===== src/rtl/led_driver_serial_writer_top_assert.svh =====
`ifndef LED_DRIVER_SERIAL_WRITER_TOP_ASSERT_SVH
`define LED_DRIVER_SERIAL_WRITER_TOP_ASSERT_SVH

// same-cycle implication, held off during reset
`define LDSW_ASSERT_NOW(label, ante, cons) \
  label: assert property (@(posedge clk_i) disable iff (!rst_ni) (ante) |-> (cons)) \
    else $error("ldsw assertion failed");

// next-cycle implication, held off during reset
`define LDSW_ASSERT_NEXT(label, ante, cons) \
  label: assert property (@(posedge clk_i) disable iff (!rst_ni) (ante) |=> (cons)) \
    else $error("ldsw assertion failed");

`endif


===== src/rtl/ldsw_pkg.sv =====
package ldsw_pkg;

  localparam int unsigned Digits   = 4;
  localparam int unsigned FrameMax = Digits + 1;
  localparam int unsigned NumSegIn = 4;
  localparam int unsigned ByteIdxW = $clog2(FrameMax + 1);
  localparam int unsigned WaitW    = 11;

  localparam logic [7:0] CmdDataFixed = 8'h44;
  localparam logic [7:0] CmdDataAuto  = 8'h40;
  localparam logic [7:0] CmdAddr      = 8'hC0;
  localparam logic [7:0] CmdDispOn    = 8'h8F;
  localparam logic [7:0] CmdDispOff   = 8'h80;
  localparam logic [7:0] TpuReset     = 8'h01;

  localparam logic [2:0] UnitsStart = 3'd2;
  localparam logic [2:0] UnitsBit   = 3'd3;
  localparam logic [2:0] UnitsAck   = 3'd5;

  typedef enum logic [1:0] {
    MODE_TICK      = 2'd0,
    MODE_SHOW_ONE  = 2'd1,
    MODE_CLEAR_ONE = 2'd2,
    MODE_SHOW_ALL  = 2'd3
  } mode_e;

  typedef struct packed {
    mode_e       mode;
    logic [1:0]  position;
    logic [31:0] segs;       // byte3..byte0, byte0 lowest
    logic        ack_level;
  } in_item_t;

  typedef struct packed {
    logic clk_level;
    logic dio_level;
    logic busy_res;
    logic done_res;
    logic rejected;
  } res_t;

  function automatic logic [WaitW-1:0] wait_len(logic [2:0] units, logic [7:0] tpu);
    logic [7:0]       t;
    logic [WaitW-1:0] prod;
    t    = (tpu == 8'd0) ? 8'd1 : tpu;
    prod = WaitW'(units) * WaitW'(t);
    return prod - WaitW'(1);
  endfunction

endpackage


===== src/rtl/ldsw_seq.sv =====
module ldsw_seq (
  input  logic                clk_i,
  input  logic                rst_ni,
  input  logic                step_i,
  input  ldsw_pkg::in_item_t  item_i,
  input  logic [7:0]          tpu_i,
  output ldsw_pkg::res_t      res_o
);

  typedef enum logic [3:0] {
    ST_IDLE  = 4'd0,
    ST_START = 4'd1,
    ST_SHOLD = 4'd2,
    ST_BLOW  = 4'd3,
    ST_BHIGH = 4'd4,
    ST_ADLY  = 4'd5,
    ST_APOLL = 4'd6,
    ST_AHIGH = 4'd7,
    ST_ALOW  = 4'd8,
    ST_STOP  = 4'd9
  } seq_state_e;

  localparam int unsigned Bw = ldsw_pkg::ByteIdxW;
  localparam int unsigned Ww = ldsw_pkg::WaitW;

  seq_state_e       st_q, st_d, adv_st;
  logic [Bw-1:0]    byte_q, byte_d, adv_byte;
  logic [2:0]       bit_q, bit_d, adv_bit;
  logic [7:0]       shift_q, shift_d, adv_shift;
  logic [Ww-1:0]    wait_q, wait_d, adv_wait;
  logic [1:0]       frame_q, frame_d, adv_frame;
  logic             clk_q, clk_d, adv_clk;
  logic             dio_q, dio_d, adv_dio;
  logic             adv_done;
  logic [7:0]       open_q, open_d;
  logic [7:0]       close_q, close_d;
  logic [Bw-1:0]    mid_q, mid_d;
  logic [7:0]       fb_q [ldsw_pkg::FrameMax];
  logic [7:0]       fb_d [ldsw_pkg::FrameMax];
  logic             start_cmd, is_cmd;
  logic [Bw-1:0]    ld_idx, next_idx, flen;
  logic [7:0]       ld_byte;

  assign is_cmd    = item_i.mode != ldsw_pkg::MODE_TICK;
  assign start_cmd = is_cmd && (st_q == ST_IDLE);

  // byte to shift out when a new byte is loaded
  assign next_idx = byte_q + Bw'(1);
  assign ld_idx   = (st_q == ST_ALOW) ? next_idx : '0;
  assign flen     = (frame_q == 2'd1) ? mid_q : Bw'(1);

  always_comb begin
    if (frame_q == 2'd0) begin
      ld_byte = open_q;
    end else if (frame_q == 2'd2) begin
      ld_byte = close_q;
    end else if (ld_idx < Bw'(ldsw_pkg::FrameMax)) begin
      ld_byte = fb_q[ld_idx[$clog2(ldsw_pkg::FrameMax)-1:0]];
    end else begin
      ld_byte = 8'h00;
    end
  end

  // one clock of a running sequence
  always_comb begin
    adv_st    = st_q;
    adv_byte  = byte_q;
    adv_bit   = bit_q;
    adv_shift = shift_q;
    adv_wait  = wait_q;
    adv_frame = frame_q;
    adv_clk   = clk_q;
    adv_dio   = dio_q;
    adv_done  = 1'b0;
    if (st_q == ST_IDLE) begin
      adv_st = ST_IDLE;
    end else if (st_q == ST_APOLL) begin
      if (!item_i.ack_level) begin
        adv_st   = ST_AHIGH;
        adv_clk  = 1'b1;
        adv_wait = ldsw_pkg::wait_len(ldsw_pkg::UnitsStart, tpu_i);
      end
    end else if (wait_q != '0) begin
      adv_wait = wait_q - Ww'(1);
    end else begin
      unique case (st_q)
        ST_START: begin
          adv_st   = ST_SHOLD;
          adv_dio  = 1'b0;
          adv_wait = '0;
        end
        ST_BLOW: begin
          adv_st   = ST_BHIGH;
          adv_clk  = 1'b1;
          adv_wait = ldsw_pkg::wait_len(ldsw_pkg::UnitsBit, tpu_i);
        end
        ST_BHIGH: begin
          if (bit_q == 3'd7) begin
            adv_st   = ST_ADLY;
            adv_clk  = 1'b0;
            adv_wait = ldsw_pkg::wait_len(ldsw_pkg::UnitsAck, tpu_i);
          end else begin
            adv_bit   = bit_q + 3'd1;
            adv_shift = {1'b0, shift_q[7:1]};
            adv_st    = ST_BLOW;
            adv_clk   = 1'b0;
            adv_dio   = shift_q[1];
            adv_wait  = ldsw_pkg::wait_len(ldsw_pkg::UnitsBit, tpu_i);
          end
        end
        ST_ADLY: begin
          adv_st = ST_APOLL;
        end
        ST_AHIGH: begin
          adv_st   = ST_ALOW;
          adv_clk  = 1'b0;
          adv_wait = '0;
        end
        ST_SHOLD, ST_ALOW: begin
          adv_byte = ld_idx;
          if (st_q == ST_SHOLD || next_idx < flen) begin
            adv_shift = ld_byte;
            adv_bit   = 3'd0;
            adv_st    = ST_BLOW;
            adv_clk   = 1'b0;
            adv_dio   = ld_byte[0];
            adv_wait  = ldsw_pkg::wait_len(ldsw_pkg::UnitsBit, tpu_i);
          end else begin
            adv_st   = ST_STOP;
            adv_clk  = 1'b1;
            adv_dio  = 1'b0;
            adv_wait = ldsw_pkg::wait_len(ldsw_pkg::UnitsStart, tpu_i);
          end
        end
        ST_STOP: begin
          adv_dio  = 1'b1;
          adv_byte = '0;
          if (frame_q != 2'd2) begin
            adv_frame = frame_q + 2'd1;
            adv_st    = ST_START;
            adv_clk   = 1'b1;
            adv_wait  = ldsw_pkg::wait_len(ldsw_pkg::UnitsStart, tpu_i);
          end else begin
            adv_st    = ST_IDLE;
            adv_frame = 2'd0;
            adv_wait  = '0;
            adv_done  = 1'b1;
          end
        end
        default: begin
          adv_st = ST_IDLE;
        end
      endcase
    end
  end

  // frame contents of a new command
  always_comb begin
    for (int unsigned i = 0; i < ldsw_pkg::FrameMax; i++) begin
      fb_d[i] = 8'h00;
      if (item_i.mode == ldsw_pkg::MODE_SHOW_ALL) begin
        if (i == 0) begin
          fb_d[i] = ldsw_pkg::CmdAddr;
        end else if (i <= ldsw_pkg::NumSegIn) begin
          fb_d[i] = 8'(item_i.segs >> (8 * (i - 1)));
        end
      end else if (i == 0) begin
        fb_d[i] = ldsw_pkg::CmdAddr + {6'd0, item_i.position};
      end else if (i == 1 && item_i.mode == ldsw_pkg::MODE_SHOW_ONE) begin
        fb_d[i] = item_i.segs[7:0];
      end
    end
  end

  always_comb begin
    st_d    = st_q;
    byte_d  = byte_q;
    bit_d   = bit_q;
    shift_d = shift_q;
    wait_d  = wait_q;
    frame_d = frame_q;
    clk_d   = clk_q;
    dio_d   = dio_q;
    open_d  = open_q;
    close_d = close_q;
    mid_d   = mid_q;
    res_o   = '0;
    if (start_cmd) begin
      if (item_i.mode == ldsw_pkg::MODE_SHOW_ALL) begin
        open_d  = ldsw_pkg::CmdDataAuto;
        close_d = ldsw_pkg::CmdDispOn;
        mid_d   = Bw'(ldsw_pkg::FrameMax);
      end else if (item_i.mode == ldsw_pkg::MODE_SHOW_ONE) begin
        open_d  = ldsw_pkg::CmdDataFixed;
        close_d = ldsw_pkg::CmdDispOn;
        mid_d   = Bw'(2);
      end else begin
        open_d  = ldsw_pkg::CmdDataAuto;
        close_d = ldsw_pkg::CmdDispOff;
        mid_d   = Bw'(2);
      end
      frame_d = 2'd0;
      byte_d  = '0;
      bit_d   = 3'd0;
      st_d    = ST_START;
      clk_d   = 1'b1;
      dio_d   = 1'b1;
      wait_d  = ldsw_pkg::wait_len(ldsw_pkg::UnitsStart, tpu_i);
    end else begin
      st_d    = adv_st;
      byte_d  = adv_byte;
      bit_d   = adv_bit;
      shift_d = adv_shift;
      wait_d  = adv_wait;
      frame_d = adv_frame;
      clk_d   = adv_clk;
      dio_d   = adv_dio;
      res_o.done_res = adv_done;
    end
    res_o.rejected  = is_cmd && !start_cmd;
    res_o.clk_level = clk_d;
    res_o.dio_level = dio_d;
    res_o.busy_res  = st_d != ST_IDLE;
  end

  always_ff @(posedge clk_i or negedge rst_ni) begin
    if (!rst_ni) begin
      st_q    <= ST_IDLE;
      byte_q  <= '0;
      bit_q   <= 3'd0;
      shift_q <= 8'h00;
      wait_q  <= '0;
      frame_q <= 2'd0;
      clk_q   <= 1'b1;
      dio_q   <= 1'b1;
      open_q  <= ldsw_pkg::CmdDataAuto;
      close_q <= ldsw_pkg::CmdDispOff;
      mid_q   <= Bw'(1);
    end else if (step_i) begin
      st_q    <= st_d;
      byte_q  <= byte_d;
      bit_q   <= bit_d;
      shift_q <= shift_d;
      wait_q  <= wait_d;
      frame_q <= frame_d;
      clk_q   <= clk_d;
      dio_q   <= dio_d;
      open_q  <= open_d;
      close_q <= close_d;
      mid_q   <= mid_d;
    end
  end

  always_ff @(posedge clk_i) begin
    if (step_i && start_cmd) begin
      fb_q <= fb_d;
    end
  end

endmodule


===== src/rtl/led_driver_serial_writer_top.sv =====
// Two-wire LED display driver command writer. Every input item is one clock of line
// timing and yields exactly one output item with the clock and data line levels; an
// item with tuser 1, 2 or 3 starts show one digit, clear one digit or show all digits
// when idle and is flagged rejected when a sequence is running. Line waits are 2, 3
// and 5 units of cfg_data_i items (0 acts as 1). The block takes one item per clock
// unless the output stalls; the result is registered and shown in the cycle after
// acceptance; a new item is taken in the same cycle as the waiting result.
// Write the unit length only while no item is in flight; a running sequence uses the
// new length from its next wait on.
`include "led_driver_serial_writer_top_assert.svh"

module led_driver_serial_writer_top (
  input  logic        clk_i,
  input  logic        rst_ni,
  input  logic        cfg_valid_i,
  output logic        cfg_ready_o,
  input  logic [7:0]  cfg_data_i,    // ticks_per_unit
  input  logic        s_axis_tvalid,
  output logic        s_axis_tready,
  input  logic [39:0] s_axis_tdata,  // position, byte0, byte1, byte2, byte3, ack_level
  input  logic [1:0]  s_axis_tuser,  // mode
  output logic        m_axis_tvalid,
  input  logic        m_axis_tready,
  output logic [7:0]  m_axis_tdata,  // clk_level, dio_level, busy_res, rejected
  output logic        m_axis_tlast   // done_res
);

  logic               step;
  logic [7:0]         tpu_q;
  ldsw_pkg::in_item_t item;
  ldsw_pkg::res_t     res, res_q;
  logic               valid_q;

  assign cfg_ready_o   = 1'b1;
  assign s_axis_tready = !valid_q || m_axis_tready;
  assign step          = s_axis_tvalid && s_axis_tready;

  assign item.mode      = ldsw_pkg::mode_e'(s_axis_tuser);
  assign item.position  = s_axis_tdata[1:0];
  assign item.segs      = s_axis_tdata[33:2];
  assign item.ack_level = s_axis_tdata[34];

  ldsw_seq u_seq (
    .clk_i  (clk_i),
    .rst_ni (rst_ni),
    .step_i (step),
    .item_i (item),
    .tpu_i  (tpu_q),
    .res_o  (res)
  );

  always_ff @(posedge clk_i or negedge rst_ni) begin
    if (!rst_ni) begin
      tpu_q   <= ldsw_pkg::TpuReset;
      valid_q <= 1'b0;
    end else begin
      if (cfg_valid_i) begin
        tpu_q <= cfg_data_i;
      end
      if (step) begin
        valid_q <= 1'b1;
      end else if (m_axis_tready) begin
        valid_q <= 1'b0;
      end
    end
  end

  always_ff @(posedge clk_i) begin
    if (step) begin
      res_q <= res;
    end
  end

  assign m_axis_tvalid = valid_q;
  assign m_axis_tdata  = {4'd0, res_q.rejected, res_q.busy_res, res_q.dio_level,
                          res_q.clk_level};
  assign m_axis_tlast  = res_q.done_res;

  `LDSW_ASSERT_NEXT(a_item_gives_result, step, m_axis_tvalid)
  `LDSW_ASSERT_NOW(a_done_ends_busy, m_axis_tvalid && m_axis_tlast, !m_axis_tdata[2])
  `LDSW_ASSERT_NOW(a_idle_lines_high, m_axis_tvalid && !m_axis_tdata[2],
                   m_axis_tdata[0] && m_axis_tdata[1])

endmodule

===== config.mk =====
export PLATFORM = sky130hd
export DESIGN_NAME = led_driver_serial_writer_top
export DESIGN_NICKNAME = d
export VERILOG_FILES = /design/src/rtl/ldsw_pkg.sv /design/src/rtl/ldsw_seq.sv /design/src/rtl/led_driver_serial_writer_top.sv
export VERILOG_INCLUDE_DIRS = /design/src /design/src/rtl
export SDC_FILE = /design/constraint.sdc
export NUM_CORES = 1
export LEC_CHECK = 0
export ABC_AREA = 1
export BUFFER_PORTS_ARGS = -buffer_cell sky130_fd_sc_hd__buf_2
export CORE_MARGIN = 2
export CORE_UTILIZATION = 25
export CTS_CLUSTER_DIAMETER = 200
export DETAILED_ROUTE_END_ITERATION = 8
export PLACE_DENSITY = 0.44
export REMOVE_ABC_BUFFERS = 1
export SYNTH_ARGS = -nofsm -noshare
export SYNTH_HDL_FRONTEND = slang
export SYNTH_SLANG_ARGS = --single-unit

===== constraint.sdc =====
create_clock -name clk_i -period 4.5 [get_ports clk_i]
set_input_delay 0.9 -clock clk_i [delete_from_list [all_inputs] [get_ports clk_i]]
set_output_delay 0.9 -clock clk_i [all_outputs]
set_load 0.02 [all_outputs]

# Yosys cells after proc, flatten, opt, wreduce, memory -nomap -nowiden
# Index checks and enable logic that the tools add are counted.
[word_totals] word_cells=168 reg_bits=106 in_bits=55 out_inout_bits=12
[op_classes] eq_ne=23 bitwise=6 n_mul=2 order_cmp=3 n_reduce_logical=30 muxes=73 addsub=8
[ops] operator="8-bit two-way mux" count=12
[ops] operator="11-bit two-way mux" count=8
[ops] operator="11-bit case mux with 5 select lines" count=1
[ops] operator="3-bit two-way mux" count=15
[ops] operator="4-bit two-way mux" count=7
[ops] operator="4-bit case mux with 7 select lines" count=1
[ops] operator="8-bit binary-select mux with 3-bit select" count=1
[ops] operator="11-bit by 1-bit subtractor with 11-bit output (second input constant)" count=2
[ops] operator="1-bit two-way mux" count=17
[ops] operator="4-bit by 3-bit equality test with 1-bit output (second input constant)" count=4
[ops] operator="8-bit case mux with 2 select lines" count=1
[ops] operator="2-bit two-way mux" count=6
[ops] operator="3-bit case mux with 2 select lines" count=2
[ops] operator="3-bit by 8-bit multiplier with 11-bit output (first input constant)" count=1
[ops] operator="11-bit nonzero test" count=1
[ops] operator="10-bit by 1-bit subtractor with 11-bit output (second input constant)" count=1
[ops] operator="2-bit by 8-bit multiplier with 10-bit output (first input constant)" count=1
[ops] operator="5-bit AND reduction" count=2
[ops] operator="9-bit by 1-bit subtractor with 10-bit output (second input constant)" count=1
[ops] operator="7-bit by 3-bit adder with 8-bit output (first input constant)" count=1
[ops] operator="4-bit by 2-bit equality test with 1-bit output (second input constant)" count=2
[ops] operator="4-bit equality test (second input constant)" count=2
[ops] operator="8-bit zero test" count=1
[ops] operator="2-bit by 1-bit != test with 1-bit output (second input constant)" count=4
[ops] operator="other kinds (30)" count=51

# Longest topological paths before layout
[logic_depth] word_depth=15 ltp_mapped=23

# Modules after synthesis
# Synthesis repeated with hierarchy kept, for this count alone.
[hier_totals] hier_cells=833 area_unflattened_um2=6412.4
[by_module_without_submodules] mod="ldsw_seq" n_inst=1 cells_each=782 area_per_inst_um2=5859.4
[by_module_without_submodules] mod="led_driver_serial_writer_top" n_inst=1 cells_each=51 area_per_inst_um2=553.0

# Least setup slack after synthesis
# OpenSTA, ideal clock, no wires.
[synth_timing] path_type="reg2reg" startpoint="register tpu_q[6]" endpoint="register u_seq.wait_q[10]" period_less_slack_ns=3.048 stages_incl_launch_ff=23 path_buffers=0 slack_ns=1.452 arrival_time_ns=2.926 required_ns=4.378 cell_sequence="dfrtp_1 -> inv_1 -> ha_1 -> nand2_1 -> inv_1 -> nand3_1 -> nand2_1 -> ha_1 -> inv_1 -> ha_1 -> o21bai_1 -> ha_1 -> nand2_1 -> nor2_1 -> nand3_1 -> nand3_1 -> nand2_1 -> nand3_1 -> nand3_1 -> nand2_1 -> nand2_1 -> nand2_1 -> a21oi_1"
[synth_via] elab_chain_cells=10 word_cells_on_any_way=16
[synth_rtl] item="from (decl)" line="led_driver_serial_writer_top.sv:29" rtl="logic [7:0] tpu_q;"
[synth_rtl] item="from (signal assigned)" line="led_driver_serial_writer_top.sv:54" rtl="tpu_q <= ldsw_pkg::TpuReset;"
[synth_rtl] item="from (signal assigned)" line="led_driver_serial_writer_top.sv:58" rtl="tpu_q <= cfg_data_i;"
[synth_rtl] item="8-bit zero test" line="ldsw_pkg.sv:45" rtl="t = (tpu == 8'd0) ? 8'd1 : tpu;"
[synth_rtl] item="8-bit two-way mux (*)" line="ldsw_pkg.sv:45"
[synth_rtl] item="3-bit by 8-bit multiplier with 11-bit output / 2-bit by 8-bit multiplier with 10-bit output (equally long branches)" line="ldsw_pkg.sv:46" rtl="prod = WaitW'(units) * WaitW'(t);"
[synth_rtl] item="11-bit by 1-bit subtractor with 11-bit output / 10-bit by 1-bit subtractor with 11-bit output (equally long branches)" line="ldsw_pkg.sv:47" rtl="return prod - WaitW'(1);"
[synth_rtl] item="11-bit two-way mux, on equally long branches" line="ldsw_seq.sv:98, ldsw_seq.sv:121"
[synth_rtl] item="11-bit case mux with 5 select lines" line="ldsw_seq.sv:86" rtl="unique case (st_q)"
[synth_rtl] item="11-bit two-way mux" line="ldsw_seq.sv:83" rtl="end else if (wait_q != '0) begin"
[synth_rtl] item="11-bit two-way mux" line="ldsw_seq.sv:77" rtl="end else if (st_q == ST_APOLL) begin"
[synth_rtl] item="11-bit two-way mux" line="ldsw_seq.sv:75" rtl="if (st_q == ST_IDLE) begin"
[synth_rtl] item="11-bit two-way mux (*)" line="ldsw_seq.sv:188" rtl="if (start_cmd) begin"
[synth_rtl] item="to (signal assigned)" line="ldsw_seq.sv:244" rtl="wait_q <= wait_d;"
[synth_rtl] item="to (decl)" line="ldsw_seq.sv:30" rtl="logic [Ww-1:0] wait_q, wait_d, adv_wait;"
# Mark *: on every way between the ends. The rest lies on a longest branch, timed or not. The select of a mux whose other input is x is not followed.
# A chain may end at the register's enable or synchronous reset.

# Worst setup path after layout
[layout_timing] startpoint="register tpu_q[7]" endpoint="register u_seq.wait_q[9]"
# Same word-level chain as after synthesis.

==> metrics.txt <==
Max-cap violations 0; internal reg-to-reg setup slack 0.81 ns; gpl congestion 0.8846; achievable clock frequency 271.0 MHz; start point of the worst min-delay path u_seq.dio_q; Worst Hold Class flop to flop; power density relative to cell area 496.1 mW/mm^2; Worst slew margin 39.63%; Seq/Total Area, Yosys 37.88%; highest cell delay on the worst timing path 0.48 ns; outcome complete, no violations; Die Footprint 0.02584 sq mm; Tightest Pin Transition 0.9034 ns; Area growth syn-to-layout 15.23%; leakage power total 3.512 nW; Cell Rows 57; detailed-route vias per instance 4.408; ranking of synthesized cells by instance count sky130_fd_sc_hd__nand2_1, sky130_fd_sc_hd__inv_1, sky130_fd_sc_hd__nor2_1, sky130_fd_sc_hd__nand3_1, sky130_fd_sc_hd__a21oi_1; cell taking the most area after synthesis sky130_fd_sc_hd__edfxtp_1; final setup violating endpoints 0; vias after detailed routing 5382; final worst path period need 3.690 ns; Hold Path End u_seq.dio_q; CTS H-tree lvls 3; wire length per cell 13.56 um; post-synthesis instance area 0.006143 sq mm; number of global-route vias before repair 5233; flip-flop and latch area 0.002327 sq mm; crit share post-route 82.00%; number of enable flip-flop cells after synthesis 39; number of buffers inserted during clock tree synthesis 9; number of clock sinks 85; Distinct cells, synth 48; post-detailed-route count of antenna-violating nets 0; startpoint class of the critical path flop; final net count 987; launch instance of the worst register-to-register path tpu_q[7]; Final Max Slew Viols 0; number of flip-flops and latches in the synthesized netlist 85; number of design-rule violations left by the first detailed-router iteration 243; worst reg-to-reg path cell count 23; type of the worst setup path flop to flop; Std-Cell Core Area 0.02425 sq mm; final setup skew 0.01282 ns; Inserted Diodes 0; pin count of the biggest net entering global routing 47; critical path, cell by cell inv_1 > ha_1 > nand2_1 > inv_1 > nand3_1 > nand2_1 > inv_1 > fa_1 > inv_1 > ha_1 > nand2_1 > inv_1 > nor2_1 > nand2_1 > nand4_1 > nand2_1 > nand2_1 > nand2_1 > o21ai_0 > inv_1 > nand2_1 > nand2_1 > a21oi_1; count of fill cells added during filler insertion 2733; Post-Route Setup TNS 0 ns; Max clock buf depth 2; critical path data required time 4.78 ns; top cell type's share of synthesized area 19.06%; number of I/O pins 67; FFs w/ async S/R, synth 54.12%; multi-input combinational cell area 0.003206 sq mm; count of cells resized by post-cts repair 0; Clk pin slew, worst setup/hold paths 0.07 ns; routed wire length 16560 um; # DRC 0; Post CTS Setup Buffer Count 0; worst-path cell with the longest stage delay sky130_fd_sc_hd__fa_1; critical-path maximum fanout 9; leading post-synthesis cells by cell area sky130_fd_sc_hd__edfxtp_1, sky130_fd_sc_hd__dfrtp_1, sky130_fd_sc_hd__nand2_1, sky130_fd_sc_hd__inv_1, sky130_fd_sc_hd__ha_1; First-pass DRT Iterations 4; post-detailed-placement half-perimeter wirelength 13030 um; Largest delay share family, worst path simple AND/OR/NAND/NOR gates; first-pass GRT wire length 27480 um; initial antenna violation count 0; warnings from Yosys 0; grt total ovfl 0; most common flop cell mapped by yosys sky130_fd_sc_hd__dfrtp_1; Die W 160.8 um; most frequent cell on the critical path sky130_fd_sc_hd__nand2_1; unrepaired setup endpoints after global routing false; Worst Path Arrival 3.97 ns; TritonCTS clock tree yes; synthesized instance count 835; height of the chip 160.8 um; syn_area_per_cell 7.357 sq um; endpoint of the most critical register-to-register path u_seq.wait_q[9]; worst vdd ir 0.0002098 V; worst hold slack across all endpoints 0.4711 ns; most common cell in the netlist sky130_fd_sc_hd__nand2_1; root buffer selected by CTS sky130_fd_sc_hd__clkbuf_16; Critical Path Sink Type flop; Buffers & Inverters on Critical Path 6; latest clock arrival within the worst-skew pair 0.35 ns; Port Buf Inserts 56; Initial Util 25.34%; layout cell share with drive strength beyond 1 14.60%; # hold bufs at CTS 0; overall global routing resource usage 13.36%; Hold Path Cell Cnt 2; final hold viol count 0
kinds of logic after synthesis:
group | share of synthesized area [%]
AND/OR/NAND/NOR | 28.49
buffers and inverters | 10.20
AO/OA/AOI/OAI | 12.22
flip-flops | 37.88
adder cells (fa/ha/maj) | 8.880
XOR/XNOR | 1.853
other | 0.1222
multiplexers | 0.3462
tightest hold or removal path, stage by stage (launching register included):
cell and delay [ns]:
sky130_fd_sc_hd__dfstp_2 0.37, sky130_fd_sc_hd__nand2_1 0.05, sky130_fd_sc_hd__nand2_1 0.05
metal layers:
layer  GRT usage [%]  share of wire, %
met4           3.369               1.3
met3           2.040               2.9
met5               0                 0
met1           18.08                49
met2           22.39                47
how the worst max path moves through the flow:
stage,startpoint,to,cells after the start
2_1_floorplan,tpu_q[6],u_seq.wait_q[10],22
3_3_place_gp,tpu_q[7],u_seq.wait_q[6],19
3_5_place_dp,tpu_q[7],u_seq.wait_q[6],19
4_1_cts,tpu_q[7],u_seq.wait_q[9],23
5_1_grt,tpu_q[7],u_seq.wait_q[9],23
6_report,tpu_q[7],u_seq.wait_q[9],23
placed cells by master, fill, tap and decap left out, drive strengths merged, types with 2 or more instances in the layout:
master,n
xor2,10
fa,6
nand2,218
inv,143
ha,34
and2,2
a22oi,3
nor3,7
nand4,9
o211ai,9
dfstp,4
buf,60
a21oi,47
o21bai,2
dfrtp,42
o21ai,61
edfxtp,39
xnor2,3
clkbuf,9
nor2,101
clkinv,3
a31oi,7
nand3,60
or2,4
conb,5
stage by stage:
stage               power [mW]  worst slack [ns]  instance area [sq um]  util, %  cells
floorplan                2.307             1.446                   6056        -    821
global placement         2.782            0.7840                   6777    27.95   1205
detailed placement       2.780            0.7685                   6777    27.95   1205
CTS                      3.559            0.7465                   7079    29.20   1221
global route             3.841            0.2604                   7079    29.20   1221
finish                   3.512            0.8099                   7079    29.20   1221
area by class of cell:
type	instances	area share, %
repair buffers	60	4.383
well taps	324	5.726
inverters	140	7.458
multi-input cells	596	45.28
flip-flops and latches	85	32.87
clock buffers	9	3.181
clock inverters	7	1.096
registers in the layout (all words and copies together) (netlist names):
| signal | flops |
|---|---|
| u_seq.fb_q | 34 |
| u_seq.wait_q | 11 |
| tpu_q | 8 |
| u_seq.shift_q | 7 |
| m_axis_tdata | 4 |
| u_seq.st_q | 4 |
| u_seq.bit_q | 3 |
| u_seq.byte_q | 3 |
| u_seq.mid_q | 3 |
| u_seq.frame_q | 2 |
| m_axis_tlast | 1 |
| m_axis_tvalid | 1 |
| u_seq.clk_q | 1 |
| u_seq.close_q | 1 |
| u_seq.dio_q | 1 |
| u_seq.open_q | 1 |
report_power, final:
group / total [mW] / switching (mW) / internal (mW)
logic: 1.60 / 1.08 / 0.526
clock network: 0.760 / 0.367 / 0.393
registers: 1.15 / 0.136 / 1.01
Note: power is estimated with default switching activity, not from simulation.
